<file path="config.mk">
export PLATFORM = sky130hd
export DESIGN_NAME = stat_ram
export DESIGN_NICKNAME = d
export VERILOG_FILES = /design/src/rtl/section_table_address_translator_unit_assert.svh /design/src/rtl/stat_ram.sv
export SDC_FILE = /design/constraint.sdc
export NUM_CORES = 1
export LEC_CHECK = 0
export ABC_AREA = 1
export BUFFER_PORTS_ARGS = -buffer_cell sky130_fd_sc_hd__buf_2
export CAP_MARGIN = 20
export CORE_MARGIN = 3
export CORE_UTILIZATION = 53
export DETAILED_ROUTE_END_ITERATION = 10
export PLACE_DENSITY = 0.8
export RECOVER_POWER = 50
export SLEW_MARGIN = 0
export SYNTH_ARGS = -nofsm -noshare
export SYNTH_HDL_FRONTEND = slang
export SYNTH_SLANG_ARGS = --single-unit
</file>
<file path="constraint.sdc">
create_clock -name clk -period 2.5 [get_ports clk]
set_input_delay 0.375 -clock clk [delete_from_list [all_inputs] [get_ports clk]]
set_output_delay 0.375 -clock clk [all_outputs]
set_load 0.01 [all_outputs]
</file>
<file path="src/rtl/section_table_address_translator_unit_assert.svh">
// ----------------------------------------------------------------------------
// Section table address translator: assertion macros
// Macros for the concurrent checks of the translator sequencer.
// ----------------------------------------------------------------------------
`ifndef SECTION_TABLE_ADDRESS_TRANSLATOR_UNIT_ASSERT_SVH
`define SECTION_TABLE_ADDRESS_TRANSLATOR_UNIT_ASSERT_SVH

// The consequent must hold in the same cycle as the antecedent.
`define STAT_ASSERT_NOW(lbl, ante, cons, msg) \
	lbl: assert property (@(posedge clk) disable iff (!arst_n) (ante) |-> (cons)) \
		else $error(msg);

// The consequent must hold in the cycle after the antecedent.
`define STAT_ASSERT_NEXT(lbl, ante, cons, msg) \
	lbl: assert property (@(posedge clk) disable iff (!arst_n) (ante) |=> (cons)) \
		else $error(msg);

`endif

</file>
<file path="src/rtl/stat_ram.sv">
// ----------------------------------------------------------------------------
// Generic single-port-write, single-port-read RAM
// One write and one registered read per cycle, no reset on the contents.
// ----------------------------------------------------------------------------
module stat_ram #(
	parameter int unsigned WIDTH = 8,
	parameter int unsigned DEPTH = 2,
	localparam int unsigned AW = (DEPTH > 1) ? $clog2(DEPTH) : 1
) (
	input logic clk,
	input logic we,
	input logic [AW-1:0] waddr,
	input logic [WIDTH-1:0] wdata,
	input logic re,
	input logic [AW-1:0] raddr,
	output logic [WIDTH-1:0] rdata
);

	logic [WIDTH-1:0] mem [DEPTH];

	always_ff @(posedge clk) begin
		if (we) begin
			mem[waddr] <= wdata;
		end
		if (re) begin
			rdata <= mem[raddr];
		end
	end

endmodule

</file>
=== After elaboration in Yosys (flattened, before gate mapping) ===
Memory sizes are Yosys's and may differ from the RTL's. A register that Yosys moved wholly into a read port is not among the register bits.
Index checks and enable logic that the tools add are counted.
W data, S select, Z words.

* Mux-type cells: 2

{| class="wikitable"
|+ Operators by type and width
! operator !! number
|-
| $mux W1 || 2
|}

* Register bits: 0
* Memory bits (writable): 16
* Output and inout port bits: 8
* Word-level logic and storage cells: 3
* Memories: 1

{| class="wikitable"
|+ Memories
! memory !! depth !! bits a word !! rd ports !! clocked after memory_dff !! write ports !! line !! RTL
|-
| mem || 2 || 8 || 1 || 1 || 1 || stat_ram.sv:19 || <nowiki>logic [WIDTH-1:0] mem [DEPTH];</nowiki>
|}

=== Longest topological paths before layout ===
Gate-level depths: netlist of run 1.

* Depth in word-level cells: 2
* Depth in mapped cells: 4

=== Least setup slack after synthesis of run 1 ===
OpenSTA, ideal clock, no wires.

* Path type: input to register
* Start point: input we
* End point: memory mem[0][0], enable pin
* Arrival time: 0.764 ns
* Required time: 2.129 ns
* Slack: 1.365 ns
* Stages: 2
* Buffers on the path: 0
* Cells stage by stage: inv_1 > nor2_1

* Word-level cells in the longest chain between the ends: 2

{| class="wikitable"
|+ Ends and longest elaborated chain
! item !! line !! RTL
|-
| start: declaration || stat_ram.sv:11 || <nowiki>input logic we,</nowiki>
|-
| $mux W1 || stat_ram.sv:22 || <nowiki>if (we) begin</nowiki>
|-
| $mux W1 (implied by the code) || stat_ram.sv:23 || <nowiki>mem[waddr] <= wdata;</nowiki>
|-
| end: declaration || stat_ram.sv:19 ||
|}

Every way passes these cells.

=== Worst setup path after layout of run 1 ===
* Start point: register rdata[1] (read register of mem)
* End point: output rdata[1]

{| class="wikitable"
|+ RTL lines
! item !! line !! RTL
|-
| start: declaration || stat_ram.sv:16 || <nowiki>output logic [WIDTH-1:0] rdata</nowiki>
|}

No word-level cell between the ends.

==> results.yml, run 1 <==
worst_setup_path:
  crit_family: "flip-flops"
  worstSetupPathType: "reg -> out"
  crit_fanout: 1
  crit_chain: "buf_2"
  critPathRequiredTime_ns: 2.12
  end_kind: "output pin"
  worst-path-stages: 1
  cpMaxStageDelayCell: "edfxtp_1"
  slowest_delay_ns: 0.38
  ff2ff_path_depth: 2
  arrival_ns: 0.82
  crit_buf_inv: 1
  startpoint_type: "flop"
timing:
  finClkSkew_ns: 0.00117
  min_period_ns: 1.20
  maxSlewViolCount: 0
  worstMarginPinSlew_ns: 0.629
  slew_headroom: 0.579
  max_freq_mhz: 835
  whs_ns: 0.251
  period_share: 0.479
  setup_viol: 0
  fin_tns_setup_ns: 0
  hold_viol: 0
  rsz0062_at_grt: "no"
  setup_ws_ns: 1.30
route:
  ant_nets: 0
  wirelength_mm: 1.06
  wl_per_cell_um: 11.5
  drtIter0Drc: 3
  drcViolationCount: 0
  num_vias: 442
  via_per_inst: 4.80
  firstDrtPassIters: 3
grt:
  grt_pass1_wl_mm: 1.84
  grt_pass1_vias: 452
  antenna_found_initial: 0
  grt_usage: 0.129
  grt_max_degree: 14
  grt_overflow: 0
cts:
  postCtsHoldBufs: 0
  htreeDepth: 1
  path_clk_slew_ns: 0.12
  cts_resized: 0
  clkSinkCount: 24
  cts_root_buf: "clkbuf_4"
  insertion_delay_ns: 0.30
  cts_buffer_depth: 2
  numCtsBuffers: 3
  post_cts_buffers: 0
  cts_tree: "yes"
yosys:
  synthTopCellsByArea: "edfxtp_1 (86%), nand2_1 (11%), buf_6 (1.3%)"
  synth_top_cell_by_area: "edfxtp_1"
  postSynthCellCount: 54
  avgSynthCellArea_um2: 15.6
  ys_seq_area_frac: 0.857
  synth_warnings: 0
  ys_ff_latch: 24
  synth_top_area_frac: 0.857
  synth_area_um2: 841
  synth_nets: 67
  ys_types: 6
place:
  place_area_um2: 948
  post-place-ws_ns: 1.12
  place.port_buffers: 20
  gp_congestion: 0.684
die:
  io_pins: 21
  die_height_um: 45.8
  die_area_mm2: 0.00210
  core_region_area_mm2: 0.00140
  fp.dieW_um: 45.8
  initial_utilization: 0.601
  row_count: 13
finish:
  diodes: 0
  areaGrowthSynthToFinish_pct: 15.3
  nets: 91
  design_area_um2: 970
  drive_above_1_share: 0.260
hold_path:
  min_path_cells: 1
  hold_path.class: "in -> reg"
flow_run:
  cap_violations: 0
power_and_ir_drop:
  leakagePower_nw: 0.405
  cellPowerDensity_mw_per_mm2: 710
  clockPowerShare: 0.235
  power_frac_seq: 0.699
  ir_drop_uv: 413
  total_power_uw: 688
  p_int_uw: 550
  swShare: 0.201
  p_switching_uw: 138
  p_comb_frac: 0.066
run_status:
  outcome: "finished clean"
## power groups by stage
stage / Clock, mW / Sequential [mW] / Combinational, mW
2_1_floorplan: 0 / 0.495 / 0.0185
3_3_place_gp: 0 / 0.489 / 0.0458
3_5_place_dp: 0 / 0.491 / 0.0472
4_1_cts: 0.167 / 0.481 / 0.0472
5_1_grt: 0.181 / 0.484 / 0.0524
6_report: 0.162 / 0.481 / 0.0455
## layout make-up
class	instances	area, µm²
Sequential cell	24	721
Fill cell	104	429
Multi-Input combinational cell	26	97.6
Timing Repair Buffer	20	95.1
Clock buffer	3	22.5
Tap cell	15	18.8
Inverter	3	11.3
Clock inverter	1	3.75
## layout by cell type, fill, tap and decap left out
| master | n |
|---|---|
| nand2_1 | 25 |
| edfxtp_1 | 24 |
| buf_2 | 16 |
| clkbuf_1 | 4 |
| clkbuf_4 | 3 |
| inv_1 | 2 |
| inv_2 | 1 |
| nor2_1 | 1 |
| clkinv_1 | 1 |
## Yosys cell counts
| cell type | count |
|---|---|
| buf_6 | 1 |
| nor2_1 | 1 |
| edfxtp_1 | 24 |
| nand2_1 | 25 |
| inv_1 | 2 |
| inv_2 | 1 |
## per-layer routing
metal | global-route usage | up-vias | part of all wire
met4 | 0.0852 | 0 | 0.016
met3 | 0.0277 | 2 | 0.075
met1 | 0.147 | 191 | 0.40
li1 | - | 231 | -
met5 | 0 | - | 0
met2 | 0.214 | 18 | 0.50
## cells by family (layout without fill, tap and decap cells)
kind of cell	Yosys count	count (layout)	synth area share
buf+inv	4	27	0.0268
flops	24	24	0.857
simple gates	26	26	0.116
## path summary, 6_finish.rpt
path,start,to,slack [ns]
max,rdata[1]$_DFFE_PP_,rdata[1],1.30
min,wdata[1],mem[0][1]$_DFFE_PP_,0.25
max reg2reg,mem[0][2]$_DFFE_PP_,rdata[2]$_DFFE_PP_,1.74
min reg2reg,mem[0][5]$_DFFE_PP_,rdata[5]$_DFFE_PP_,0.53
## stage by stage
stage               std cells   util
floorplan                  54      -
global placement           88  0.678
detailed placement         88  0.678
CTS                        92  0.697
global route               92  0.693
finish                     92  0.693
## flip-flops by register name, indices dropped and copies added, names as in the netlist
register and count:
mem 16, rdata 8
Power figures use the tool's default switching activity.
==> run 2: changes to the inputs <==
--- a/config.mk
+++ b/config.mk
@@ -9,9 +9,9 @@
 export BUFFER_PORTS_ARGS = -buffer_cell sky130_fd_sc_hd__buf_2
 export CAP_MARGIN = 20
 export CORE_MARGIN = 3
-export CORE_UTILIZATION = 53
+export CORE_UTILIZATION = 49
 export DETAILED_ROUTE_END_ITERATION = 10
-export PLACE_DENSITY = 0.8
+export PLACE_DENSITY = 0.74
 export RECOVER_POWER = 50
 export SLEW_MARGIN = 0
 export SYNTH_ARGS = -nofsm -noshare
==> constraint.sdc (replaced) <==
create_clock -name clk -period 1.2 [get_ports clk]
set_input_delay 0.18 -clock clk [delete_from_list [all_inputs] [get_ports clk]]
set_output_delay 0.18 -clock clk [all_outputs]
set_load 0.01 [all_outputs]
==> run 2 against run 1 <==
  * Critical path depth stayed put
  * Sequential power increased by 110%
  * Power is 110% higher
  * Setup slack lost 1.1 ns
  * Highest routed layer unchanged
  * First-iteration DRC count grew 67%
  * Non-clock buffer count is 1 higher
  * Flip-flop and latch count is the same
  * Register-to-register slack lost 1.3 ns
  * Sequential share of layout area shrank 0.096 points
  * Final area rose by 0.13%
  * Via count fell by 0.45%
  * Final cell count is 1.1% higher
==> results.yml, run 2 (same netlist as run 1, synthesis figures left out) <==
worst_setup_path:
  startpoint_type: "flop"
  crit_buf_inv: 1
  crit_fanout: 1
  reg2reg_from: "mem[0][0]$_DFFE_PP_"
  crit_chain: "buf_2"
  worst-path-stages: 1
  r2r_slack_ns: 0.46
  worstSetupPathType: "reg -> out"
  arrival_ns: 0.82
  cpMaxStageDelayCell: "edfxtp_1"
  r2r-end: "rdata[0]$_DFFE_PP_"
  end_kind: "output pin"
  slowest_delay_ns: 0.38
  crit_family: "flip-flops"
  ff2ff_path_depth: 2
  critPathRequiredTime_ns: 1.02
finish:
  final_common_cell: "nand2_1"
  utilization: 0.623
  top_register: "mem"
  areaGrowthSynthToFinish_pct: 15.5
  largest_register_ffs: 16
  drive_above_1_share: 0.260
  layout_common_cells: "nand2_1 (25), edfxtp_1 (24), buf_2 (16)"
  fin_cells: 93
  largest_registers: "mem (16), rdata (8)"
  nets: 92
  diodes: 0
timing:
  fin_tns_setup_ns: 0
  max_freq_mhz: 1000
  worstMarginPinSlew_ns: 0.425
  setup_viol: 0
  hold_viol: 0
  rsz0062_at_grt: "no"
  slew_headroom: 0.717
  period_share: 0.832
  maxSlewViolCount: 0
  min_period_ns: 0.999
  finClkSkew_ns: 0.000821
cts:
  clkSinkCount: 24
  cts_root_buf: "clkbuf_4"
  cts_resized: 0
  cts_buffer_depth: 2
  path_clk_slew_ns: 0.11
  numCtsBuffers: 3
  post_cts_buffers: 0
  cts_tree: "yes"
  htreeDepth: 1
  postCtsHoldBufs: 0
  insertion_delay_ns: 0.29
run_status:
  outcome: "finished clean"
route:
  firstDrtPassIters: 2
  drcViolationCount: 0
  via_per_inst: 4.73
  wl_per_cell_um: 10.9
  num_vias: 440
  wirelength_mm: 1.02
  drtIter0Drc: 5
  ant_nets: 0
die:
  die_height_um: 47.4
  fp.dieW_um: 47.4
  core_region_area_mm2: 0.00156
  die_area_mm2: 0.00225
  row_count: 14
  io_pins: 21
  initial_utilization: 0.539
power_and_ir_drop:
  leakagePower_nw: 0.405
  cellPowerDensity_mw_per_mm2: 1460
  ir_drop_uv: 904
grt:
  grt_pass1_wl_mm: 1.53
  grt_pass1_vias: 375
  grt_usage: 0.101
  grt_max_degree: 13
  grt_overflow: 0
  antenna_found_initial: 0
place:
  dp_cells: 90
  gp_congestion: 0.663
  place.port_buffers: 20
hold_path:
  hold_end: "mem[1][5]$_DFFE_PP_"
  min_path_cells: 1
  hp-start: "wdata[5]"
  hold_path.class: "in -> reg"
flow_run:
  cap_violations: 0
## run 2: cell types whose count changed in the layout (fill, tap and decap cells not counted), sizes merged
cell / previous run / this run
clkbuf: 7 / 8
clkinv: 1 / 0
## run 2: worst max path at each step
stage | from | endpoint
global placement | waddr | mem[1][7]$_DFFE_PP_
CTS | rdata[3]$_DFFE_PP_ | rdata[3]
finish | rdata[3]$_DFFE_PP_ | rdata[3]
floorplan | we | mem[0][0]$_DFFE_PP_
global route | rdata[6]$_DFFE_PP_ | rdata[6]
detailed placement | waddr | mem[1][1]$_DFFE_PP_
## run 2: final cells by class
cell class	instances	area, µm²
Sequential cell	24	721
Fill cell	120	588
Timing Repair Buffer	21	98.8
Multi-Input combinational cell	26	97.6
Clock buffer	3	22.5
Tap cell	16	20.0
Inverter	3	11.3
## run 2: routing by layer
metal,global-route usage,part of all wire,vias up
met5,0,0,-
met1,0.129,0.44,192
met4,0.0663,0.011,0
met3,0.0226,0.066,2
met2,0.155,0.48,15
li1,-,-,231
## run 2: report_power, final
part	switching (mW)	internal (mW)	total, mW
Clock	0.206	0.117	0.323
Sequential	0.0132	0.988	1.00
Combinational	0.0592	0.0371	0.0963
Total	0.279	1.14	1.42
## run 2: through the flow
stage                     instance area, µm²  hold WS (ns)  setup WS (ns)  total power, mW
after floorplan                          841         0.279          0.260             1.07
after global placement                   957         0.368          0.339             1.12
after detailed placement                 957         0.371          0.299             1.12
after CTS                                980        0.0550          0.186             1.44
after global routing                     971        0.0553          0.157             1.48
final                                    971        0.0631          0.201             1.42
==> run 3: changes to the inputs <==
==> constraint.sdc (replaced) <==
create_clock -name clk -period 1 [get_ports clk]
set_input_delay 0.15 -clock clk [delete_from_list [all_inputs] [get_ports clk]]
set_output_delay 0.15 -clock clk [all_outputs]
set_load 0.01 [all_outputs]
==> run 3 against run 2 <==
  * Worst hold slack got worse by 0.030 ns
  * Die area unchanged
  * Critical path depth unchanged
  * Sequential power increased by 20%
  * Wire length about the same
  * Flip-flop and latch count unchanged
  * Final cell count unchanged
  * Critical path type unchanged
==> results.yml, run 3 (same netlist as run 1, synthesis figures left out) <==
run_status:
  outcome: "finished clean"
grt:
  grt_pass1_wl_mm: 1.53
  grt_usage: 0.101
  grt_max_degree: 13
  grt_pass1_vias: 375
  antenna_found_initial: 0
  grt_overflow: 0
power_and_ir_drop:
  ir_drop_uv: 1090
  cellPowerDensity_mw_per_mm2: 1750
  total_power_mw: 1.71
  leakagePower_nw: 0.409
finish:
  drive_above_1_share: 0.273
  utilization: 0.625
  top_register: "mem"
  areaGrowthSynthToFinish_pct: 15.9
  fin_cells: 93
  design_area_um2: 975
  final_common_cell: "nand2_1"
  largest_registers: "mem (16), rdata (8)"
  diodes: 0
  layout_common_cells: "nand2_1 (25), edfxtp_1 (24), buf_2 (16)"
  nets: 92
  largest_register_ffs: 16
die:
  die_height_um: 47.4
  io_pins: 21
  die_area_mm2: 0.00225
  core_region_area_mm2: 0.00156
  initial_utilization: 0.539
  fp.dieW_um: 47.4
  row_count: 14
timing:
  hold_viol: 0
  finClkSkew_ns: 0.000483
  slew_headroom: 0.736
  setup_ws_ns: 0.0316
  maxSlewViolCount: 0
  period_share: 0.968
  max_freq_mhz: 1030
  worstMarginPinSlew_ns: 0.396
  setup_viol: 0
  min_period_ns: 0.968
  rsz0062_at_grt: "yes"
route:
  firstDrtPassIters: 2
  via_per_inst: 4.73
  wirelength_mm: 1.02
  num_vias: 440
  ant_nets: 0
  drcViolationCount: 0
  wl_per_cell_um: 10.9
  drtIter0Drc: 5
worst_setup_path:
  cpMaxStageDelayCell: "edfxtp_1"
  reg2reg_from: "mem[0][0]$_DFFE_PP_"
  r2r-end: "rdata[0]$_DFFE_PP_"
  critPathRequiredTime_ns: 0.85
  ff2ff_path_depth: 2
  worstSetupPathType: "reg -> out"
  crit_fanout: 1
  startpoint_type: "flop"
  crit_family: "flip-flops"
  end_kind: "output pin"
  crit_chain: "buf_2"
  r2r_slack_ns: 0.26
  slowest_delay_ns: 0.38
  arrival_ns: 0.82
  crit_buf_inv: 1
hold_path:
  hold_path.class: "in -> reg"
  hold_end: "mem[1][5]$_DFFE_PP_"
  hp-start: "wdata[5]"
  min_path_cells: 1
cts:
  cts_tree: "yes"
  numCtsBuffers: 3
  htreeDepth: 1
  postCtsHoldBufs: 0
  clkSinkCount: 24
  cts_root_buf: "clkbuf_4"
  insertion_delay_ns: 0.29
  post_cts_buffers: 0
  path_clk_slew_ns: 0.11
  cts_resized: 0
  cts_buffer_depth: 2
place:
  place_area_um2: 957
  place.port_buffers: 20
  post-place-ws_ns: 0.129
  dp_cells: 90
  gp_congestion: 0.663
flow_run:
  cap_violations: 0
run 3: metrics by stage:
stage / TNS (ns) / hold slack, ns
3_3_place_gp: 0 / 0.338
3_5_place_dp: 0 / 0.341
6_report: 0 / 0.0334
5_1_grt: -0.0375 / 0.0253
2_1_floorplan: 0 / 0.249
4_1_cts: 0 / 0.0250
run 3: cell type report:
| cell class | instances | area (µm²) |
|---|---|---|
| Sequential cell | 24 | 721 |
| Fill cell | 118 | 584 |
| Timing Repair Buffer | 21 | 103 |
| Multi-Input combinational cell | 26 | 97.6 |
| Clock buffer | 3 | 22.5 |
| Tap cell | 16 | 20.0 |
| Inverter | 3 | 11.3 |
run 3: metal layers:
layer  global-route usage  wire, µm
met5                    0         0
met4               0.0663        11
met3               0.0226        67
met2                0.155       487
met1                0.129       450
run 3: worst max path at each step:
| stage | slack, ns | endpoint | depth (start not counted) | startpoint |
|---|---|---|---|---|
| floorplan | 0.09 | mem[0][0]$_DFFE_PP_ | 2 | we |
| global placement | 0.17 | mem[1][7]$_DFFE_PP_ | 3 | waddr |
| detailed placement | 0.13 | mem[1][1]$_DFFE_PP_ | 3 | waddr |
| CTS | 0.02 | rdata[3] | 1 | rdata[3]$_DFFE_PP_ |
| global route | -0.01 | rdata[6] | 1 | rdata[6]$_DFFE_PP_ |
| finish | 0.03 | rdata[3] | 1 | rdata[3]$_DFFE_PP_ |
run 3: where the power goes:
part,total (mW),switching (mW),internal [mW]
clock,0.387,0.247,0.140
sequential,1.20,0.0158,1.19
combinational,0.117,0.0711,0.0463
