`src/rtl/section_table_address_translator_unit_assert.svh`:
```
// ----------------------------------------------------------------------------
// Section table address translator: assertion macros
// Macros for the concurrent checks of the translator sequencer.
// ----------------------------------------------------------------------------
`ifndef SECTION_TABLE_ADDRESS_TRANSLATOR_UNIT_ASSERT_SVH
`define SECTION_TABLE_ADDRESS_TRANSLATOR_UNIT_ASSERT_SVH

// The consequent must hold in the same cycle as the antecedent.
`define STAT_ASSERT_NOW(lbl, ante, cons, msg) \
	lbl: assert property (@(posedge clk) disable iff (!arst_n) (ante) |-> (cons)) \
		else $error(msg);

// The consequent must hold in the cycle after the antecedent.
`define STAT_ASSERT_NEXT(lbl, ante, cons, msg) \
	lbl: assert property (@(posedge clk) disable iff (!arst_n) (ante) |=> (cons)) \
		else $error(msg);

`endif

```
`src/rtl/stat_pkg.sv`:
```
// ----------------------------------------------------------------------------
// Section table address translator package
// Types, codes and sizing constants shared by the translator modules.
// ----------------------------------------------------------------------------
package stat_pkg;

	localparam int unsigned MAX_SECTIONS = 32;
	localparam int unsigned CNT_W = $clog2(MAX_SECTIONS + 1);
	localparam int unsigned IDX_W = (MAX_SECTIONS > 1) ? $clog2(MAX_SECTIONS) : 1;
	localparam int unsigned HELD_W = 6;
	localparam logic [CNT_W-1:0] MAX_CNT = CNT_W'(MAX_SECTIONS);

	localparam logic [1:0] OP_CLEAR = 2'd0;
	localparam logic [1:0] OP_LOAD = 2'd1;
	localparam logic [1:0] OP_XLATE = 2'd2;

	localparam logic [2:0] ST_OK = 3'd0;
	localparam logic [2:0] ST_MISALIGNED = 3'd1;
	localparam logic [2:0] ST_PAST_IMAGE = 3'd2;
	localparam logic [2:0] ST_OUTSIDE_FILE = 3'd3;
	localparam logic [2:0] ST_OVERLAP = 3'd4;
	localparam logic [2:0] ST_FULL = 3'd5;
	localparam logic [2:0] ST_NOT_FOUND = 3'd6;

	localparam logic [2:0] REG_FILE_LENGTH = 3'd0;
	localparam logic [2:0] REG_HEADER_BYTES = 3'd1;
	localparam logic [2:0] REG_IMAGE_BYTES = 3'd2;
	localparam logic [2:0] REG_SECTION_ALIGN = 3'd3;
	localparam logic [2:0] REG_LOAD_BASE = 3'd4;
	localparam logic [2:0] REG_ENTRY_ADDRESS = 3'd5;

	localparam logic [31:0] ALIGN_RESET = 32'd4096;

	typedef struct packed {
		logic [1:0] op;
		logic [31:0] rel_addr;
		logic [31:0] virt_len;
		logic [31:0] raw_len;
		logic [31:0] raw_start;
	} item_t;

	typedef struct packed {
		logic [2:0] status;
		logic [31:0] file_offset;
		logic image_ok;
		logic [HELD_W-1:0] sections_held;
	} result_t;

	typedef struct packed {
		logic [31:0] start;
		logic [31:0] vlen;
		logic [31:0] rlen;
		logic [31:0] rstart;
	} sect_t;

	localparam int unsigned SECT_W = $bits(sect_t);

	typedef struct packed {
		logic [31:0] file_length;
		logic [31:0] header_bytes;
		logic [31:0] image_bytes;
		logic [31:0] section_align;
		logic glb_ok;
	} cfg_view_t;

	typedef struct packed {
		logic we;
		logic [IDX_W-1:0] waddr;
		sect_t wdata;
		logic re;
		logic [IDX_W-1:0] raddr;
	} ram_req_t;

endpackage

```
`src/rtl/stat_cfg.sv`:
```
// ----------------------------------------------------------------------------
// Translator configuration registers
// Holds the image registers and derives the global image validity flag.
// ----------------------------------------------------------------------------
module stat_cfg (
	input logic clk,
	input logic arst_n,
	input logic cfg_we,
	input logic [2:0] cfg_index,
	input logic [63:0] cfg_data,
	output stat_pkg::cfg_view_t cfg
);
	import stat_pkg::*;

	logic [31:0] file_length_q;
	logic [31:0] header_bytes_q;
	logic [31:0] image_bytes_q;
	logic [31:0] section_align_q;
	logic [63:0] load_base_q;
	logic [63:0] entry_address_q;

	always_ff @(posedge clk or negedge arst_n) begin
		if (!arst_n) begin
			file_length_q <= '0;
			header_bytes_q <= '0;
			image_bytes_q <= '0;
			section_align_q <= ALIGN_RESET;
			load_base_q <= '0;
			entry_address_q <= '0;
		end else if (cfg_we) begin
			case (cfg_index)
				REG_FILE_LENGTH: file_length_q <= cfg_data[31:0];
				REG_HEADER_BYTES: header_bytes_q <= cfg_data[31:0];
				REG_IMAGE_BYTES: image_bytes_q <= cfg_data[31:0];
				REG_SECTION_ALIGN: section_align_q <= cfg_data[31:0];
				REG_LOAD_BASE: load_base_q <= cfg_data;
				REG_ENTRY_ADDRESS: entry_address_q <= cfg_data;
				default: ;
			endcase
		end
	end

	always_comb begin
		cfg.file_length = file_length_q;
		cfg.header_bytes = header_bytes_q;
		cfg.image_bytes = image_bytes_q;
		cfg.section_align = section_align_q;
		cfg.glb_ok = (image_bytes_q != '0) && (header_bytes_q != '0)
			&& (entry_address_q >= load_base_q)
			&& (header_bytes_q <= image_bytes_q)
			&& (header_bytes_q <= file_length_q);
	end

endmodule

```
`config.mk`:
```
export PLATFORM = sky130hd
export DESIGN_NAME = stat_cfg
export DESIGN_NICKNAME = d
export VERILOG_FILES = /design/src/rtl/section_table_address_translator_unit_assert.svh /design/src/rtl/stat_pkg.sv /design/src/rtl/stat_cfg.sv
export SDC_FILE = /design/constraint.sdc
export NUM_CORES = 1
export LEC_CHECK = 0
export ABC_AREA = 1
export CAP_MARGIN = 10
export CORE_ASPECT_RATIO = 1.2
export CORE_UTILIZATION = 50
export CTS_BUF_LIST = sky130_fd_sc_hd__clkbuf_8 sky130_fd_sc_hd__clkbuf_16
export CTS_CLUSTER_DIAMETER = 40
export DETAILED_ROUTE_END_ITERATION = 8
export DONT_BUFFER_PORTS = 1
export SYNTH_ARGS = -nofsm -noshare
export SYNTH_HDL_FRONTEND = slang
export SYNTH_SLANG_ARGS = --single-unit
```
`constraint.sdc`:
```
create_clock -name clk -period 3.3 [get_ports clk]
set_input_delay 0.33 -clock clk [delete_from_list [all_inputs] [get_ports clk]]
set_output_delay 0.33 -clock clk [all_outputs]
set_load 0.02 [all_outputs]
```
Word-level counts from Yosys, hierarchy flattened
Index checks and enable logic that the tools add are counted.
Widths: inputs -> output; s select.

storage, ports and cells
  input bits = 70
  word-level logic and storage cells = 27
  output and inout port bits = 129
  flip-flop bits (word level) = 256

cells by class
  reductions and logical operators = 13
  $lt $le $gt $ge = 3
  equality and inequality tests = 5

operators by type and width
  operator            count
  $ge 64x64->1        1
  $le 32x32->1        2
  $reduce_bool 32->1  2
  $reduce_and 2->1    6
  $eq 3x2->1 const B  2
  $eq 3x3->1 const B  2
  $logic_and 1x1->1   4
  $eq 3x1->1 const B  1
  $logic_not 3->1     1

Depth between registers and ports, before layout
  depth in word-level cells = 5
  mapped depth = 16

Worst setup path after synthesis
Ideal clock, no wire load.

  path type = register to output
  start point = register image_bytes_q[29]
  end point = output port cfg[0] in the netlist's numbering
  arrival = 1714 ps
  stages on the path, launching flop included = 12
  buffers on the path = 0
  slack = 1256 ps
  path through = dfrtp_1 inv_1 ha_1 a21oi_1 nor2_1 nor3_1 nand2_1 a21oi_1 nand2_1 nand2_1 nand3_1 nor2_1

RTL lines
  element                 RTL line        text
  from (decl)             stat_cfg.sv:17  logic [31:0] image_bytes_q;
  from (signal assigned)  stat_cfg.sv:34  REG_IMAGE_BYTES: image_bytes_q <= cfg_data[31:0];
  to (decl)               stat_cfg.sv:11  output stat_pkg::cfg_view_t cfg

==> report_table.html <==
<table>
<tr><th>Metric</th><th>Value</th></tr>
<tr><th colspan="2">Outcome</th></tr>
<tr><td>Result of the run</td><td>finished with violations</td></tr>
<tr><td>Violated checks</td><td>negative hold slack</td></tr>
<tr><th colspan="2">Worst setup path</th></tr>
<tr><td>Top Family by Delay on Critical Path</td><td>simple AND/OR/NAND/NOR gates</td></tr>
<tr><td>Setup Crit Path Kind</td><td>flop to primary output</td></tr>
<tr><td>Delay of the slowest cell on the worst path</td><td>between 0.5 and 0.6 ns</td></tr>
<tr><td>Buf/Inv on CP</td><td>1</td></tr>
<tr><td>CP Data Arrival Time</td><td>2.75 ns</td></tr>
<tr><td>Worst setup EP type</td><td>primary output</td></tr>
<tr><td>Sort of element at the start of the critical path</td><td>flop</td></tr>
<tr><td>Dominant cell type by count on the critical path</td><td>sky130_fd_sc_hd__nand2_1</td></tr>
<tr><td>Required time reported for the critical path endpoint</td><td>around 3.0 ns</td></tr>
<tr><td>Critical-path cell list</td><td>inv_1 &gt; ha_1 &gt; a21oi_1 &gt; o21ai_0 &gt; nand2_1 &gt; nand2_1 &gt; a21oi_1 &gt; nand2_1 &gt; nand2_1 &gt; nand3_1 &gt; nor2_4</td></tr>
<tr><td>Largest fanout on the critical path</td><td>4</td></tr>
<tr><td>Slowest cell on the critical path</td><td>sky130_fd_sc_hd__dfrtp_1</td></tr>
<tr><th colspan="2">GRT</th></tr>
<tr><td>Grt total ovfl</td><td>0</td></tr>
<tr><td>Total global routing track utilization</td><td>22.55%</td></tr>
<tr><td>Wire length of the first global-routing pass</td><td>roughly 47000 um</td></tr>
<tr><td>Initial antenna violation count</td><td>0</td></tr>
<tr><td>Maximum number of pins on one net before global-route repair</td><td>~260</td></tr>
<tr><td>Number of global-route vias before repair</td><td>about 9200</td></tr>
<tr><th colspan="2">Floorplanning</th></tr>
<tr><td>Core footprint</td><td>roughly 26000 um2</td></tr>
<tr><td>X dimension of the die</td><td>149.7 um</td></tr>
<tr><td>Initial core utilization</td><td>just over 50%</td></tr>
<tr><td>Number of standard-cell rows in the floorplan</td><td>64</td></tr>
<tr><td>Area of the die</td><td>26830 um2</td></tr>
<tr><td>I/O pin count</td><td>~200</td></tr>
<tr><td>Die height</td><td>179.2 um</td></tr>
<tr><th colspan="2">Power</th></tr>
<tr><td>Switching power of the nets</td><td>3631 uW</td></tr>
<tr><td>Sw frac</td><td>around a third</td></tr>
<tr><td>Internal power summed over all cells</td><td>~7400 uW</td></tr>
<tr><td>Power density over the cells</td><td>about 740 nW/um2</td></tr>
<tr><td>Part of the power in the clock network</td><td>between 30% and 40%</td></tr>
<tr><td>Peak supply drop</td><td>0.0006195 V</td></tr>
<tr><td>Fraction of power consumed by combinational cells</td><td>between 10% and 20%</td></tr>
<tr><td>Total power after layout</td><td>10990 uW</td></tr>
<tr><td>Sequential share of power</td><td>between 40% and 50%</td></tr>
<tr><td>Leak Pwr</td><td>roughly 0.0076 uW</td></tr>
<tr><th colspan="2">Clocking</th></tr>
<tr><td>Worst skew pair latency</td><td>approximately 0.50 ns</td></tr>
<tr><td>Bufs on Longest Clock Path</td><td>3</td></tr>
<tr><td>Cell chosen for the clock root</td><td>sky130_fd_sc_hd__clkbuf_16</td></tr>
<tr><td>Number of sinks driven by the clock tree</td><td>roughly 260</td></tr>
<tr><td>CTS H-tree lvls</td><td>2</td></tr>
<tr><td>Hold_buf cts</td><td>32</td></tr>
<tr><td>Total CTS buffers</td><td>37</td></tr>
<tr><td>Clock transition at the registers of the reported paths</td><td>around 0.050 ns</td></tr>
<tr><td>Postcts setup bufs</td><td>0</td></tr>
<tr><td>Clock tree from TritonCTS</td><td>built</td></tr>
<tr><th colspan="2">Synthesis</th></tr>
<tr><td>Area share of and/or/nand/nor cells after synthesis</td><td>14.72%</td></tr>
<tr><td>Synthesized area per cell</td><td>between 8 and 9 um2</td></tr>
<tr><td>Compound-Gate Fraction of Synth Area</td><td>between 10 and 15%</td></tr>
<tr><td>Area share of xor/xnor cells in the synthesized design</td><td>0%</td></tr>
<tr><td>Arithmetic-cell share of the synthesized area counting full adders, half adders and majority gates</td><td>about an eighth</td></tr>
<tr><td>Post-synthesis cell count</td><td>1473</td></tr>
<tr><td>Netlist area before placement</td><td>13090 um2</td></tr>
<tr><td>Yosys Warn Count</td><td>0</td></tr>
<tr><td>Synthesized net count</td><td>roughly 1700</td></tr>
<tr><td>Post-synthesis cell type count</td><td>31</td></tr>
<tr><td>Synth Register Bits</td><td>around 260</td></tr>
<tr><td>Share of cell area taken by muxes after synthesis</td><td>0%</td></tr>
<tr><td>Dominant combinational cell family by area after synthesis</td><td>compound AO/OA/AOI/OAI gates</td></tr>
<tr><td>Seq/Total Area, Yosys</td><td>between 40 and 50%</td></tr>
<tr><th colspan="2">Finish</th></tr>
<tr><td>Multi-input combinational cell area</td><td>approximately 5500 um2</td></tr>
<tr><td>Syn-to-layout area delta</td><td>13.47%</td></tr>
<tr><td>Fin nets</td><td>between 1500 and 2000</td></tr>
<tr><td>Diode insertion count for antenna repair</td><td>0</td></tr>
<tr><td>Non-filler instance count after layout</td><td>approximately 1900</td></tr>
<tr><td>Fraction of layout instances using a drive strength above 1</td><td>9.240%</td></tr>
<tr><td>Layout filler cell count</td><td>2361</td></tr>
<tr><td>Area taken by flip-flops and latches</td><td>~6400 um2</td></tr>
<tr><th colspan="2">STA</th></tr>
<tr><td>Unrepaired setup endpoints after global routing</td><td>false</td></tr>
<tr><td>Setup WS post-layout</td><td>between 0.2 and 0.25 ns</td></tr>
<tr><td>Share of the cycle needed by the critical path after routing</td><td>slightly above 90%</td></tr>
<tr><td>Maximum clock skew at final layout</td><td>0 ns</td></tr>
<tr><td>Post-route worst hold slack</td><td>-0.4748 ns</td></tr>
<tr><td>Number of endpoints failing setup at the final stage</td><td>0</td></tr>
<tr><td>Transition time at the pin with the least slew margin</td><td>between 1 and 1.5 ns</td></tr>
<tr><td>Final critical-path required period</td><td>approximately 3.1 ns</td></tr>
<tr><td>Max transition margin</td><td>a little over a fifth</td></tr>
<tr><td>Setup_tns</td><td>0 ns</td></tr>
<tr><td>Max Transition Viols Final</td><td>0</td></tr>
<tr><td>Timing-limited maximum frequency</td><td>around 320 MHz</td></tr>
<tr><td>Number of hold violations in the final report</td><td>between 200 and 300</td></tr>
<tr><th colspan="2">Worst hold path</th></tr>
<tr><td>Type of the most critical hold path</td><td>primary input to asynchronous set/reset pin</td></tr>
<tr><th colspan="2">Drt</th></tr>
<tr><td>Post-DRT Antenna Nets</td><td>0</td></tr>
<tr><td>Via Count</td><td>between 9000 and 10000</td></tr>
<tr><td>Post-detailed-routing wire length</td><td>between 20000 and 30000 um</td></tr>
<tr><td># DRC</td><td>0</td></tr>
<tr><td>Routed len/inst</td><td>roughly 16 um</td></tr>
<tr><td>Total iterations of the first detailed-routing run</td><td>4</td></tr>
<tr><td>First-iteration detailed-routing DRC count</td><td>~440</td></tr>
<tr><td>Average vias per placed instance</td><td>5.125</td></tr>
<tr><th colspan="2">Placement</th></tr>
<tr><td>Half-perimeter wire length of the detailed placement result</td><td>20080 um</td></tr>
<tr><td>Number of placed instances, taps included</td><td>1755</td></tr>
<tr><td>Post-placement worst setup slack</td><td>about 0.64 ns</td></tr>
<tr><td>Port-buffer cells</td><td>0</td></tr>
<tr><td>Final RePlAce weighted congestion</td><td>0.8349</td></tr>
<tr><th colspan="2">Job</th></tr>
<tr><td>Number of max-cap violations</td><td>0</td></tr>
</table>
-- final timing paths --
| kind | to | from | slack [ns] | cells past startpoint |
|---|---|---|---|---|
| max | cfg[0] | image_bytes_q[17] | 0.22 | 11 |
| min | load_base_q[58] | arst_n | -0.47 | 0 |
| max reg2reg | header_bytes_q[29] | header_bytes_q[29] | 2.39 | 2 |
| min reg2reg | entry_address_q[38] | entry_address_q[38] | 0.48 | 2 |
| max in group asynchronous | header_bytes_q[20] | arst_n | 3.51 | 0 |
| min in group clk | entry_address_q[17] | cfg_data[17] | 0.09 | 2 |
-- worst register-to-register path, cell delays in order (launching register included) --
cell and delay (ns):
sky130_fd_sc_hd__dfrtp_1 0.57, sky130_fd_sc_hd__nand2_1 0.12, sky130_fd_sc_hd__o21ai_1 0.13
-- per-layer routing --
layer  GRT usage (%)  up-vias  wire, um
li1                -     4823         -
met1           29.24     4436     13050
met2           37.42      211     14030
met3           5.522       42      1886
met4           6.187        0       591
met5               0        -         0
-- power groups by stage --
stage	Sequential, uW	Clock [uW]	Combinational (uW)
final	4640	4200	2140
after global routing	4730	4440	2580
after CTS	4650	4290	2170
after detailed placement	4700	0	2120
after global placement	4680	0	2060
after floorplan	4510	0	1710
-- layout make-up --
cell class,count,share of cell area (%)
sequential,256,43.14
multi-input combinational,947,36.91
clock buffer,42,6.849
inverter,218,5.509
tap,330,2.780
timing repair buffer,37,2.662
clock inverter,26,2.157
-- cells in the final DEF (no fill, tap or decap), types with 7 or more instances in the layout --
master and count:
sky130_fd_sc_hd__nor4_1 16, sky130_fd_sc_hd__o21ai_2 53, sky130_fd_sc_hd__nor2_1 40, sky130_fd_sc_hd__dfrtp_1 255
sky130_fd_sc_hd__ha_1 128, sky130_fd_sc_hd__o21ai_1 55, sky130_fd_sc_hd__o21ai_0 163, sky130_fd_sc_hd__a21oi_1 63
sky130_fd_sc_hd__dlygate4sd3_1 32, sky130_fd_sc_hd__inv_1 218, sky130_fd_sc_hd__nand2_1 387, sky130_fd_sc_hd__clkinv_2 7
sky130_fd_sc_hd__clkbuf_16 39, sky130_fd_sc_hd__nand4_1 11
-- cells by family after synthesis --
| kind of cell | count (synthesis) |
|---|---|
| AOI/OAI and AO/OA | 342 |
| adders and majority gates | 128 |
| buffers and inverters | 270 |
| DFF | 256 |
| and+or+nand+nor | 477 |
-- repair_timing --
action | CTS | global route
gates resized for setup | 0 | 2
endpoints found under the setup margin | 0 | 1
hold endpoints to repair | 302 | 256
-- cell usage after synthesis --
library cell	n	share of area, %
sky130_fd_sc_hd__nor3_1	4	0.15
sky130_fd_sc_hd__ha_1	128	12
sky130_fd_sc_hd__inv_2	1	0.029
sky130_fd_sc_hd__buf_6	21	1.8
sky130_fd_sc_hd__o21ai_2	53	3.5
sky130_fd_sc_hd__buf_4	7	0.40
sky130_fd_sc_hd__nand3_1	4	0.15
sky130_fd_sc_hd__dfstp_2	1	0.20
sky130_fd_sc_hd__nand2_1	389	11
sky130_fd_sc_hd__nand4_2	1	0.096
sky130_fd_sc_hd__nor4_2	1	0.096
sky130_fd_sc_hd__nand2_2	2	0.096
sky130_fd_sc_hd__o21ai_1	55	2.1
sky130_fd_sc_hd__inv_1	217	6.2
sky130_fd_sc_hd__nand3_2	2	0.15
sky130_fd_sc_hd__o21a_1	6	0.34
sky130_fd_sc_hd__o21ai_0	163	6.2
sky130_fd_sc_hd__nor3_2	1	0.076
sky130_fd_sc_hd__nor2_1	41	1.2
sky130_fd_sc_hd__clkbuf_2	6	0.23
sky130_fd_sc_hd__nor2_4	1	0.086
sky130_fd_sc_hd__buf_2	15	0.57
sky130_fd_sc_hd__nand4_1	11	0.53
sky130_fd_sc_hd__and2_1	1	0.048
sky130_fd_sc_hd__clkbuf_1	3	0.086
sky130_fd_sc_hd__nor4_1	16	0.76
sky130_fd_sc_hd__nor2_2	3	0.14
sky130_fd_sc_hd__o211ai_1	1	0.057
sky130_fd_sc_hd__dfrtp_1	255	49
sky130_fd_sc_hd__a21oi_1	63	2.4
sky130_fd_sc_hd__a21o_1	1	0.057
-- metrics by stage --
stage          hold slack (ns)  utilization (%)  cell area (um2)
2_1_floorplan          0.03441                -            13090
3_3_place_gp           0.04199            51.39            13170
3_5_place_dp           0.04032            51.39            13170
4_1_cts                -0.4966            57.86            14830
5_1_grt                -0.5009            57.96            14850
6_report               -0.4748            57.96            14850
-- registers in the layout, summed over array words and instances, names as in the netlist --
| signal | flops |
|---|---|
| load_base_q | 64 |
| section_align_q | 32 |
| file_length_q | 32 |
| header_bytes_q | 32 |
| entry_address_q | 64 |
| image_bytes_q | 32 |
Note: power is estimated with default switching activity, not from simulation.
