==> src/rtl/section_table_address_translator_unit_assert.svh <==
// ----------------------------------------------------------------------------
// Section table address translator: assertion macros
// Macros for the concurrent checks of the translator sequencer.
// ----------------------------------------------------------------------------
`ifndef SECTION_TABLE_ADDRESS_TRANSLATOR_UNIT_ASSERT_SVH
`define SECTION_TABLE_ADDRESS_TRANSLATOR_UNIT_ASSERT_SVH

// The consequent must hold in the same cycle as the antecedent.
`define STAT_ASSERT_NOW(lbl, ante, cons, msg) \
	lbl: assert property (@(posedge clk) disable iff (!arst_n) (ante) |-> (cons)) \
		else $error(msg);

// The consequent must hold in the cycle after the antecedent.
`define STAT_ASSERT_NEXT(lbl, ante, cons, msg) \
	lbl: assert property (@(posedge clk) disable iff (!arst_n) (ante) |=> (cons)) \
		else $error(msg);

`endif

==> src/rtl/stat_pkg.sv <==
// ----------------------------------------------------------------------------
// Section table address translator package
// Types, codes and sizing constants shared by the translator modules.
// ----------------------------------------------------------------------------
package stat_pkg;

	localparam int unsigned MAX_SECTIONS = 32;
	localparam int unsigned CNT_W = $clog2(MAX_SECTIONS + 1);
	localparam int unsigned IDX_W = (MAX_SECTIONS > 1) ? $clog2(MAX_SECTIONS) : 1;
	localparam int unsigned HELD_W = 6;
	localparam logic [CNT_W-1:0] MAX_CNT = CNT_W'(MAX_SECTIONS);

	localparam logic [1:0] OP_CLEAR = 2'd0;
	localparam logic [1:0] OP_LOAD = 2'd1;
	localparam logic [1:0] OP_XLATE = 2'd2;

	localparam logic [2:0] ST_OK = 3'd0;
	localparam logic [2:0] ST_MISALIGNED = 3'd1;
	localparam logic [2:0] ST_PAST_IMAGE = 3'd2;
	localparam logic [2:0] ST_OUTSIDE_FILE = 3'd3;
	localparam logic [2:0] ST_OVERLAP = 3'd4;
	localparam logic [2:0] ST_FULL = 3'd5;
	localparam logic [2:0] ST_NOT_FOUND = 3'd6;

	localparam logic [2:0] REG_FILE_LENGTH = 3'd0;
	localparam logic [2:0] REG_HEADER_BYTES = 3'd1;
	localparam logic [2:0] REG_IMAGE_BYTES = 3'd2;
	localparam logic [2:0] REG_SECTION_ALIGN = 3'd3;
	localparam logic [2:0] REG_LOAD_BASE = 3'd4;
	localparam logic [2:0] REG_ENTRY_ADDRESS = 3'd5;

	localparam logic [31:0] ALIGN_RESET = 32'd4096;

	typedef struct packed {
		logic [1:0] op;
		logic [31:0] rel_addr;
		logic [31:0] virt_len;
		logic [31:0] raw_len;
		logic [31:0] raw_start;
	} item_t;

	typedef struct packed {
		logic [2:0] status;
		logic [31:0] file_offset;
		logic image_ok;
		logic [HELD_W-1:0] sections_held;
	} result_t;

	typedef struct packed {
		logic [31:0] start;
		logic [31:0] vlen;
		logic [31:0] rlen;
		logic [31:0] rstart;
	} sect_t;

	localparam int unsigned SECT_W = $bits(sect_t);

	typedef struct packed {
		logic [31:0] file_length;
		logic [31:0] header_bytes;
		logic [31:0] image_bytes;
		logic [31:0] section_align;
		logic glb_ok;
	} cfg_view_t;

	typedef struct packed {
		logic we;
		logic [IDX_W-1:0] waddr;
		sect_t wdata;
		logic re;
		logic [IDX_W-1:0] raddr;
	} ram_req_t;

endpackage

==> src/rtl/stat_seq.sv <==
// ----------------------------------------------------------------------------
// Translator sequencer
// Checks loads, scans the section memory and forms one result per item.
// ----------------------------------------------------------------------------
module stat_seq (
	input logic clk,
	input logic arst_n,
	input logic start,
	input stat_pkg::item_t item,
	input stat_pkg::cfg_view_t cfg,
	input stat_pkg::sect_t rd_data,
	output stat_pkg::ram_req_t ram_req,
	output logic busy,
	output logic done,
	output stat_pkg::result_t result
);
	import stat_pkg::*;

	typedef enum logic [3:0] {
		S_IDLE = 4'b0001,
		S_SCAN = 4'b0010,
		S_UPDATE = 4'b0100,
		S_RESP = 4'b1000
	} state_t;

	state_t state_q;
	logic [CNT_W-1:0] count_q;
	logic sticky_q;
	logic [CNT_W-1:0] idx_q;
	logic rd_vld_s1;

	logic [1:0] op_q;
	sect_t cur_q;
	logic [31:0] end_q;
	logic [2:0] pre_q;
	logic low_q;
	logic hit_q;
	sect_t hit_entry_q;
	logic [2:0] status_q;
	logic [31:0] offset_q;

	logic accept;
	logic [31:0] align_mask;
	logic [31:0] in_end;
	logic [2:0] pre_status;
	logic in_low;
	logic need_scan;
	logic [31:0] oend;
	logic ovl_hit;
	logic xl_hit;
	logic hit_now;
	logic rd_en;
	logic scan_end;
	logic full;
	logic [2:0] load_status;

	assign accept = start && (state_q == S_IDLE);
	assign busy = (state_q != S_IDLE);
	assign full = (count_q >= MAX_CNT);

	always_comb begin
		align_mask = cfg.section_align - 32'd1;
		in_end = item.rel_addr + item.virt_len;
		in_low = (item.rel_addr < cfg.header_bytes);
		if ((item.rel_addr & align_mask) != '0) begin
			pre_status = ST_MISALIGNED;
		end else if (in_end > cfg.image_bytes) begin
			pre_status = ST_PAST_IMAGE;
		end else if ((item.raw_len != '0) && ((item.raw_start >= cfg.file_length)
				|| (item.raw_len > (cfg.file_length - item.raw_start)))) begin
			pre_status = ST_OUTSIDE_FILE;
		end else begin
			pre_status = ST_OK;
		end
		case (item.op)
			OP_LOAD: need_scan = !full && (pre_status == ST_OK) && (count_q != '0);
			OP_XLATE: need_scan = !in_low && (count_q != '0);
			default: need_scan = 1'b0;
		endcase
	end

	always_comb begin
		oend = rd_data.start + rd_data.vlen;
		ovl_hit = (cur_q.start < oend) && (rd_data.start < end_q);
		xl_hit = (rd_data.rlen != '0) && (cur_q.start >= rd_data.start)
			&& (cur_q.start < oend);
		hit_now = rd_vld_s1 && ((op_q == OP_LOAD) ? ovl_hit : xl_hit);
		rd_en = (state_q == S_SCAN) && (idx_q < count_q);
		scan_end = hit_now || (idx_q >= count_q);
		if (pre_q != ST_OK) begin
			load_status = pre_q;
		end else if (hit_q) begin
			load_status = ST_OVERLAP;
		end else begin
			load_status = ST_OK;
		end
	end

	always_comb begin
		ram_req.re = rd_en;
		ram_req.raddr = idx_q[IDX_W-1:0];
		ram_req.we = (state_q == S_UPDATE) && (op_q == OP_LOAD) && !full;
		ram_req.waddr = count_q[IDX_W-1:0];
		ram_req.wdata = cur_q;
	end

	always_ff @(posedge clk or negedge arst_n) begin
		if (!arst_n) begin
			state_q <= S_IDLE;
			count_q <= '0;
			sticky_q <= 1'b0;
			idx_q <= '0;
			rd_vld_s1 <= 1'b0;
			hit_q <= 1'b0;
		end else begin
			case (state_q)
				S_IDLE: begin
					if (accept) begin
						idx_q <= '0;
						rd_vld_s1 <= 1'b0;
						hit_q <= 1'b0;
						state_q <= need_scan ? S_SCAN : S_UPDATE;
					end
				end
				S_SCAN: begin
					if (scan_end) begin
						hit_q <= hit_now;
						rd_vld_s1 <= 1'b0;
						state_q <= S_UPDATE;
					end else begin
						rd_vld_s1 <= rd_en;
						if (rd_en) begin
							idx_q <= idx_q + CNT_W'(1);
						end
					end
				end
				S_UPDATE: begin
					case (op_q)
						OP_CLEAR: begin
							count_q <= '0;
							sticky_q <= 1'b0;
						end
						OP_LOAD: begin
							if (full) begin
								sticky_q <= 1'b1;
							end else begin
								count_q <= count_q + CNT_W'(1);
								if (load_status != ST_OK) begin
									sticky_q <= 1'b1;
								end
							end
						end
						default: ;
					endcase
					state_q <= S_RESP;
				end
				S_RESP: begin
					state_q <= S_IDLE;
				end
				default: begin
					state_q <= S_IDLE;
				end
			endcase
		end
	end

	always_ff @(posedge clk) begin
		if (accept) begin
			op_q <= item.op;
			cur_q.start <= item.rel_addr;
			cur_q.vlen <= item.virt_len;
			cur_q.rlen <= item.raw_len;
			cur_q.rstart <= item.raw_start;
			end_q <= in_end;
			pre_q <= pre_status;
			low_q <= in_low;
		end
		if ((state_q == S_SCAN) && scan_end) begin
			hit_entry_q <= rd_data;
		end
		if (state_q == S_UPDATE) begin
			case (op_q)
				OP_LOAD: begin
					status_q <= full ? ST_FULL : load_status;
					offset_q <= '0;
				end
				OP_XLATE: begin
					if (low_q) begin
						status_q <= ST_OK;
						offset_q <= cur_q.start;
					end else if (hit_q) begin
						status_q <= ST_OK;
						offset_q <= hit_entry_q.rstart + (cur_q.start - hit_entry_q.start);
					end else begin
						status_q <= ST_NOT_FOUND;
						offset_q <= '0;
					end
				end
				default: begin
					status_q <= ST_OK;
					offset_q <= '0;
				end
			endcase
		end
	end

	assign done = (state_q == S_RESP);

	always_comb begin
		result.status = status_q;
		result.file_offset = offset_q;
		result.image_ok = cfg.glb_ok && (count_q != '0) && !sticky_q;
		result.sections_held = HELD_W'(count_q);
	end

`include "section_table_address_translator_unit_assert.svh"

	`STAT_ASSERT_NOW(a_count_bound, 1'b1, count_q <= MAX_CNT, "section count exceeds table size")
	`STAT_ASSERT_NOW(a_write_room, ram_req.we, count_q < MAX_CNT, "section write into full table")
	`STAT_ASSERT_NOW(a_read_scan, rd_vld_s1, state_q == S_SCAN, "read data pending outside a scan")
	`STAT_ASSERT_NOW(a_sticky_clear, $fell(sticky_q), $past(op_q) == OP_CLEAR, "sticky error dropped without clear")
	`STAT_ASSERT_NEXT(a_accept_busy, accept, busy, "accepted item did not raise busy")

endmodule

==> config.mk <==
export PLATFORM = sky130hd
export DESIGN_NAME = stat_seq
export DESIGN_NICKNAME = d
export VERILOG_FILES = /design/src/rtl/stat_pkg.sv /design/src/rtl/stat_seq.sv
export VERILOG_INCLUDE_DIRS = /design/src /design/src/rtl
export SDC_FILE = /design/constraint.sdc
export NUM_CORES = 1
export LEC_CHECK = 0
export CORE_AREA = 2 2 226 228
export CTS_CLUSTER_DIAMETER = 50
export DETAILED_ROUTE_END_ITERATION = 10
export DIE_AREA = 0 0 228 230
export DONT_BUFFER_PORTS = 1
export SLEW_MARGIN = 15
export SYNTH_ARGS = -nofsm -noshare
export SYNTH_HDL_FRONTEND = slang
export SYNTH_SLANG_ARGS = --single-unit
==> constraint.sdc <==
create_clock -name clk -period 7.1 [get_ports clk]
set_clock_uncertainty 0.1 [all_clocks]
set_input_delay 1.42 -clock clk [delete_from_list [all_inputs] [get_ports clk]]
set_output_delay 1.42 -clock clk [all_outputs]
set_load 0.1 [all_outputs]
# --- After elaboration in Yosys (flattened, before gate mapping) ---
# Index checks and enable logic that the tools add are counted.
# W data, S select, Z words.
totals:
  ff_bits: 284
  inputBits: 390
  out_inout_bits: 184
  elab_cells: 119
op_classes:
  n_addsub: 8
  n_lt_le_gt_ge: 10
  eq_ne: 15
  muxes: 31
  n_bitwise: 1
  n_reduce_logical: 36
op_table:
  columns: ["operator", "n"]
  rows:
  - ["$add A32 B32 Y32", 3]
  - ["$lt A32 B32 Y1", 3]
  - ["$reduce_bool A32 Y1", 3]
  - ["$ge A32 B32 Y1", 2]
  - ["$gt A32 B32 Y1", 2]
  - ["$mux W32", 2]
  - ["$sub A32 B32 Y32", 2]
  - ["$and A32 B32 Y32", 1]
  - ["$sub A32 B1 Y32 const B", 1]
  - ["$mux W6", 4]
  - ["$pmux W6 S2", 2]
  - ["$mux W3", 7]
  - ["$logic_and A1 B1 Y1", 15]
  - ["$add A6 B1 Y6 const B", 2]
  - ["$pmux W4 S3", 1]
  - ["$ne A2 B2 Y1 const B", 5]
  - ["$reduce_and A3 Y1", 3]
  - ["$mux W4", 2]
  - ["$pmux W1 S2", 4]
  - ["$ge A6 B6 Y1", 1]
  - ["$ge A6 B6 Y1 const B", 1]
  - ["$lt A6 B6 Y1", 1]
  - ["$mux W1", 6]
  - ["$pmux W3 S2", 1]
  - ["18 further kinds", 27]

# --- Logic depth before layout (Yosys ltp) ---
logic_depth:
  depth_word: 14
  ltp_mapped: 22

# --- Worst setup path after synthesis ---
# No wires, ideal clock.
synth_timing:
  path_type: "input -> register"
  startpoint: "input port rd_data[64] (netlist bit)"
  endpoint: "register hit_entry_q[0] (netlist bit) (enable)"
  setup_ns: 0.486
  t_arrival_ns: 8.098
  required_ns: 6.514
  path_slack_ns: -1.585
  path_stages: 21
  cell_sequence: "ha_1 > fa_1 > a211oi_1 > o21ai_0 > o211ai_1 > o31ai_1 > o21ai_0 > a21oi_1 > or4b_2 > a2111oi_0 > nor3_1 > ha_1 > a21o_1 > a21oi_1 > o221ai_1 > a21oi_1 > o31a_1 > o31ai_1 > and2_0 > clkbuf_1 > nor2_1"
synth_via:
  elab_chain_cells: 7
synth_rtl:
  columns: ["item", "line", "rtl"]
  rows:
  - ["start, declared", "stat_seq.sv:11", "input stat_pkg::sect_t rd_data,"]
  - ["$add A32 B32 Y32 *", "stat_seq.sv:83", "oend = rd_data.start + rd_data.vlen;"]
  - ["$lt A32 B32 Y1 *", "stat_seq.sv:84, stat_seq.sv:86", null]
  - ["$logic_and A1 B1 Y1 (on tied branches)", "stat_seq.sv:86, stat_seq.sv:84", null]
  - ["$mux W1 *", "stat_seq.sv:87", "hit_now = rd_vld_s1 && ((op_q == OP_LOAD) ? ovl_hit : xl_hit);"]
  - ["$logic_and A1 B1 Y1 *", "stat_seq.sv:87", null]
  - ["$logic_or A1 B1 Y1 *", "stat_seq.sv:89", "scan_end = hit_now || (idx_q >= count_q);"]
  - ["$logic_and A1 B1 Y1 *", "stat_seq.sv:178", "if ((state_q == S_SCAN) && scan_end) begin"]
  - ["end signal, assigned", "stat_seq.sv:179", "hit_entry_q <= rd_data;"]
  - ["end, declared", "stat_seq.sv:38", "sect_t hit_entry_q;"]
# Every way passes the cells marked *; elsewhere a longest branch is shown, timed or not.
# A chain may end at the register's enable or synchronous reset.

# --- Worst setup path after layout ---
layout_timing:
  startpoint: "input port item[64] (netlist bit)"
  endpoint: "register state_q[2]"
layout_via:
  elab_chain_cells: 11
layout_rtl:
  columns: ["item", "line", "rtl"]
  rows:
  - ["start, declared", "stat_seq.sv:9", "input stat_pkg::item_t item,"]
  - ["$add A32 B32 Y32", "stat_seq.sv:63", "in_end = item.rel_addr + item.virt_len;"]
  - ["named net in_end[30]", "stat_seq.sv:44", "logic [31:0] in_end;"]
  - ["$gt A32 B32 Y1", "stat_seq.sv:67", "end else if (in_end > cfg.image_bytes) begin"]
  - ["$mux W2", "stat_seq.sv:67", null]
  - ["$mux W3", "stat_seq.sv:65", "if ((item.rel_addr & align_mask) != '0) begin"]
  - ["$logic_not A3 Y1", "stat_seq.sv:76", "OP_LOAD: need_scan = !full && (pre_status == ST_OK) && (count_q != '0);"]
  - ["$logic_and A1 B1 Y1 (2 in series)", "stat_seq.sv:76", null]
  - ["$pmux W1 S2", "stat_seq.sv:75", "case (item.op)"]
  - ["$mux W3", "stat_seq.sv:122", "state_q <= need_scan ? S_SCAN : S_UPDATE;"]
  - ["$mux W4", "stat_seq.sv:118", "if (accept) begin"]
  - ["$pmux W4 S3", "stat_seq.sv:116", "case (state_q)"]
  - ["end signal, assigned", "stat_seq.sv:122", null]
  - ["end, declared", "stat_seq.sv:26", "state_t state_q;"]
# The timed path passes the listed nets, and every way through them passes these cells. The select of a mux whose other input is x is not followed.

==> flow_metrics.env <==
export IMPL_syn_area_per_cell_sq_um=9.83
export IMPL_dp_cells=3016
export IMPL_synth_edf_count=264
export IMPL_netlist_area_sq_mm=0.0229
export IMPL_antenna_found_initial=6
export IMPL_design_area_sq_mm=0.0255
export IMPL_cp_data_required_time_ns=7.42
export IMPL_cp_end_kind="register"
export IMPL_yosys_warnings=0
export IMPL_worst_pin_slew_ns=1.19
export IMPL_start_util_pct=45.9
export IMPL_netSwitchingPower_w=0.00365
export IMPL_power_frac_seq_pct=42.8
export IMPL_port_buffers=0
export IMPL_max_cap_violations=0
export IMPL_post_place_ws_ns=0.340
export IMPL_power_density_mw_per_mm2=315
export IMPL_grt_pass1_vias=18600
export IMPL_setup_ws_ns=0.809
export IMPL_ir_drop_uv=237
export IMPL_fin_tns_setup_ns=0
export IMPL_async_reset_ff_share_pct=6.71
export IMPL_synthDistinctLibCells=80
export IMPL_grt_use_total_pct=28.5
export IMPL_firstDrtPassIters=6
export IMPL_min_period_ns=6.29
export IMPL_die_area_sq_mm=0.0524
export IMPL_drive_above_1_share_pct=6.97
export IMPL_worst_path_buf_inv=1
export IMPL_fmax_mhz=159
export IMPL_cts_sinks=283
export IMPL_cts_hold_buf=0
export IMPL_outcome="completed"
export IMPL_fp_dieW_um=228
export IMPL_p_int_w=0.00439
export IMPL_crit_type="in2reg"
export IMPL_synthTopCellsByArea="edfxtp_1 35%, ha_1 18%, inv_1 5.6%, a21o_1 3.2%, a21oi_1 3.1%"
export IMPL_critical_path_top_delay_family="compound AO/OA/AOI/OAI gates"
export IMPL_synth_most_common_cell="inv_1"
export IMPL_nNetsFinal=3144
export IMPL_relSlewSlack_pct=20.9
export IMPL_leakagePower_nw=11.3
export IMPL_instances_no_fill=3098
export IMPL_wirelength_mm=76.4
export IMPL_min_period_over_period_pct=88.6
export IMPL_num_io_pins=574
export IMPL_slowest_stage="a311oi_1"
export IMPL_wl_per_cell_um=24.7
export IMPL_gp_congestion=0.956
export IMPL_syn_to_final_growth_pct=11.5
export IMPL_synth_seq_cells=283
export IMPL_total_power_w=0.00804
export IMPL_grt_max_degree=65
export IMPL_slew_violations=0
export IMPL_worst_path_largest_cell_delay_ns=0.58
export IMPL_route_detailed_drc=0
export IMPL_clkPwrFrac_pct=27.3
export IMPL_ys_seq_area_share_pct=36.7
export IMPL_grt_pass1_wl_mm=113
export IMPL_cts_htree_levels=2
export IMPL_syn_nets=3080
export IMPL_synth_main_ff_cell="edfxtp_1"
export IMPL_cts_root_buffer="clkbuf_16"
export IMPL_hold_violations=0
export IMPL_clockBufferDepth=3
export IMPL_drtAntennaViolNets=0
export IMPL_clk_latency_ns=0.57
export IMPL_cts_tree="done"
export IMPL_worstPathMaxFanout=4
export IMPL_dpl_hpwl_mm=63.4
export IMPL_setup_viol_count_final=0
export IMPL_die_h_um=230
export IMPL_postPlaceCellArea_sq_mm=0.0240
export IMPL_clk_pin_slew_ns=0.05
export IMPL_via_count=18300
export IMPL_arrival_ns=6.61
export IMPL_hp_class="reg2reg"
export IMPL_startpoint_type="input port"
export IMPL_cts_buffers_inserted=45
export IMPL_switching_share_pct=45.4
export IMPL_drt_initial_drc_count=1077
export IMPL_r2r_setup_slack_ns=2.06
export IMPL_grt_ovfl_total=0
export IMPL_ctsResizeCount=0
export IMPL_synthTopCellsByCount="340 x inv_1, 329 x ha_1, 264 x edfxtp_1, 140 x a21oi_1, 127 x nor2_1"
export IMPL_synth_top_cell_area_share_pct=34.6
export IMPL_num_rows=82
export IMPL_cts_setup_buffers=0
export IMPL_vias_per_cell=5.90
export IMPL_yosys_area_top_type="edfxtp_1"
export IMPL_coreArea_sq_mm=0.0499
export IMPL_p_comb_share_pct=29.9
export IMPL_rsz0062_at_grt="no"
export IMPL_cp_cell_sequence="ha_1, inv_1, fa_1, nor2b_1, o31a_1, o311ai_0, nand3_1, nand4_1, a311oi_1, a21oi_1, a21oi_1, xor2_1, ha_1, nand4_1, o31ai_1, o311a_1, a211oi_1, o311ai_0, or4_1, o31ai_1, o22ai_1"
export IMPL_syn_inst=2327
## path summary, 6_finish.rpt
check	startpoint	to	cells past startpoint
worst max-delay path	item[64]	state_q[2]	21
max in group asynchronous	arst_n	state_q[0]	0
worst min register to register	rd_vld_s1	rd_vld_s1	1
worst max register to register	ram_req[103]	offset_q[20]	14
min in group asynchronous	arst_n	sticky_q	0
worst min-delay path	rd_vld_s1	rd_vld_s1	1
## flip-flops by register name, indices dropped and copies added (netlist names)
register / count
hit_q: 1
op_q: 2
count_q: 6
rd_vld_s1: 1
low_q: 1
hit_entry_q: 64
offset_q: 32
ram_req: 128
end_q: 32
pre_q: 2
state_q: 4
idx_q: 6
status_q: 3
sticky_q: 1
## cell families after synthesis
kind of cell | share of synthesized area, %
DFF | 36.7
muxes | 0.443
AOI/OAI and AO/OA | 17.1
xor gates and xnor gates | 4.98
adders and majority gates | 21.0
and+or+nand+nor | 13.4
buffers and inverters | 6.41
## routing by layer
layer | up-vias | GRT usage (%) | share of wire (%)
met5 | - | 0 | 0.075
met4 | 8 | 8.78 | 3.1
met3 | 125 | 7.33 | 7.4
met2 | 682 | 51.1 | 50
met1 | 8824 | 33.3 | 39
li1 | 8629 | - | -
## through the flow
stage                     hold slack [ns]  util (%)
after global placement              0.386      48.2
after detailed placement            0.392      48.2
after CTS                           0.404      51.2
after floorplan                     0.351         -
final                               0.395      51.2
after global routing                0.412      51.2
## area by class of cell
type / count / area (sq um)
multi-input cells: 1671 / 13100
flip-flops and latches: 283 / 8410
diodes: 2 / 5.00
clock buffers: 50 / 1140
well taps: 672 / 841
inverters: 340 / 1280
clock inverters: 30 / 332
fillers: 4597 / 24300
repair buffers: 50 / 448
## layout by cell type (no fill, tap or decap), drive strengths merged, types with 12 or more instances in the layout
cell | netlist | routed
a21oi | 140 | 140
fa | 34 | 34
a31oi | 14 | 14
a211oi | 34 | 34
o21ai | 110 | 110
inv | 340 | 348
a22oi | 17 | 17
clkinv | 0 | 14
ha | 329 | 329
or2 | 12 | 12
nor2 | 127 | 127
edfxtp | 264 | 264
and3 | 15 | 15
nand2b | 29 | 29
or3 | 17 | 17
dfrtp | 18 | 18
and2 | 14 | 14
a21o | 97 | 97
o21a | 28 | 28
nand4 | 47 | 47
o31ai | 18 | 18
xnor2 | 64 | 64
nor4 | 32 | 32
clkbuf | 19 | 50
o21bai | 17 | 17
nor3 | 47 | 47
nand2 | 122 | 122
buf | 14 | 50
nand3 | 39 | 39
xor2 | 66 | 66
nor2b | 31 | 31
## power by group through the flow
stage | clock [W] | combinational (W) | sequential [W]
detailed placement | 0 | 0.00238 | 0.00347
floorplan | 0 | 0.00158 | 0.00368
global route | 0.00230 | 0.00266 | 0.00346
CTS | 0.00224 | 0.00240 | 0.00344
global placement | 0 | 0.00232 | 0.00347
finish | 0.00220 | 0.00240 | 0.00344
Power figures use the tool's default switching activity.
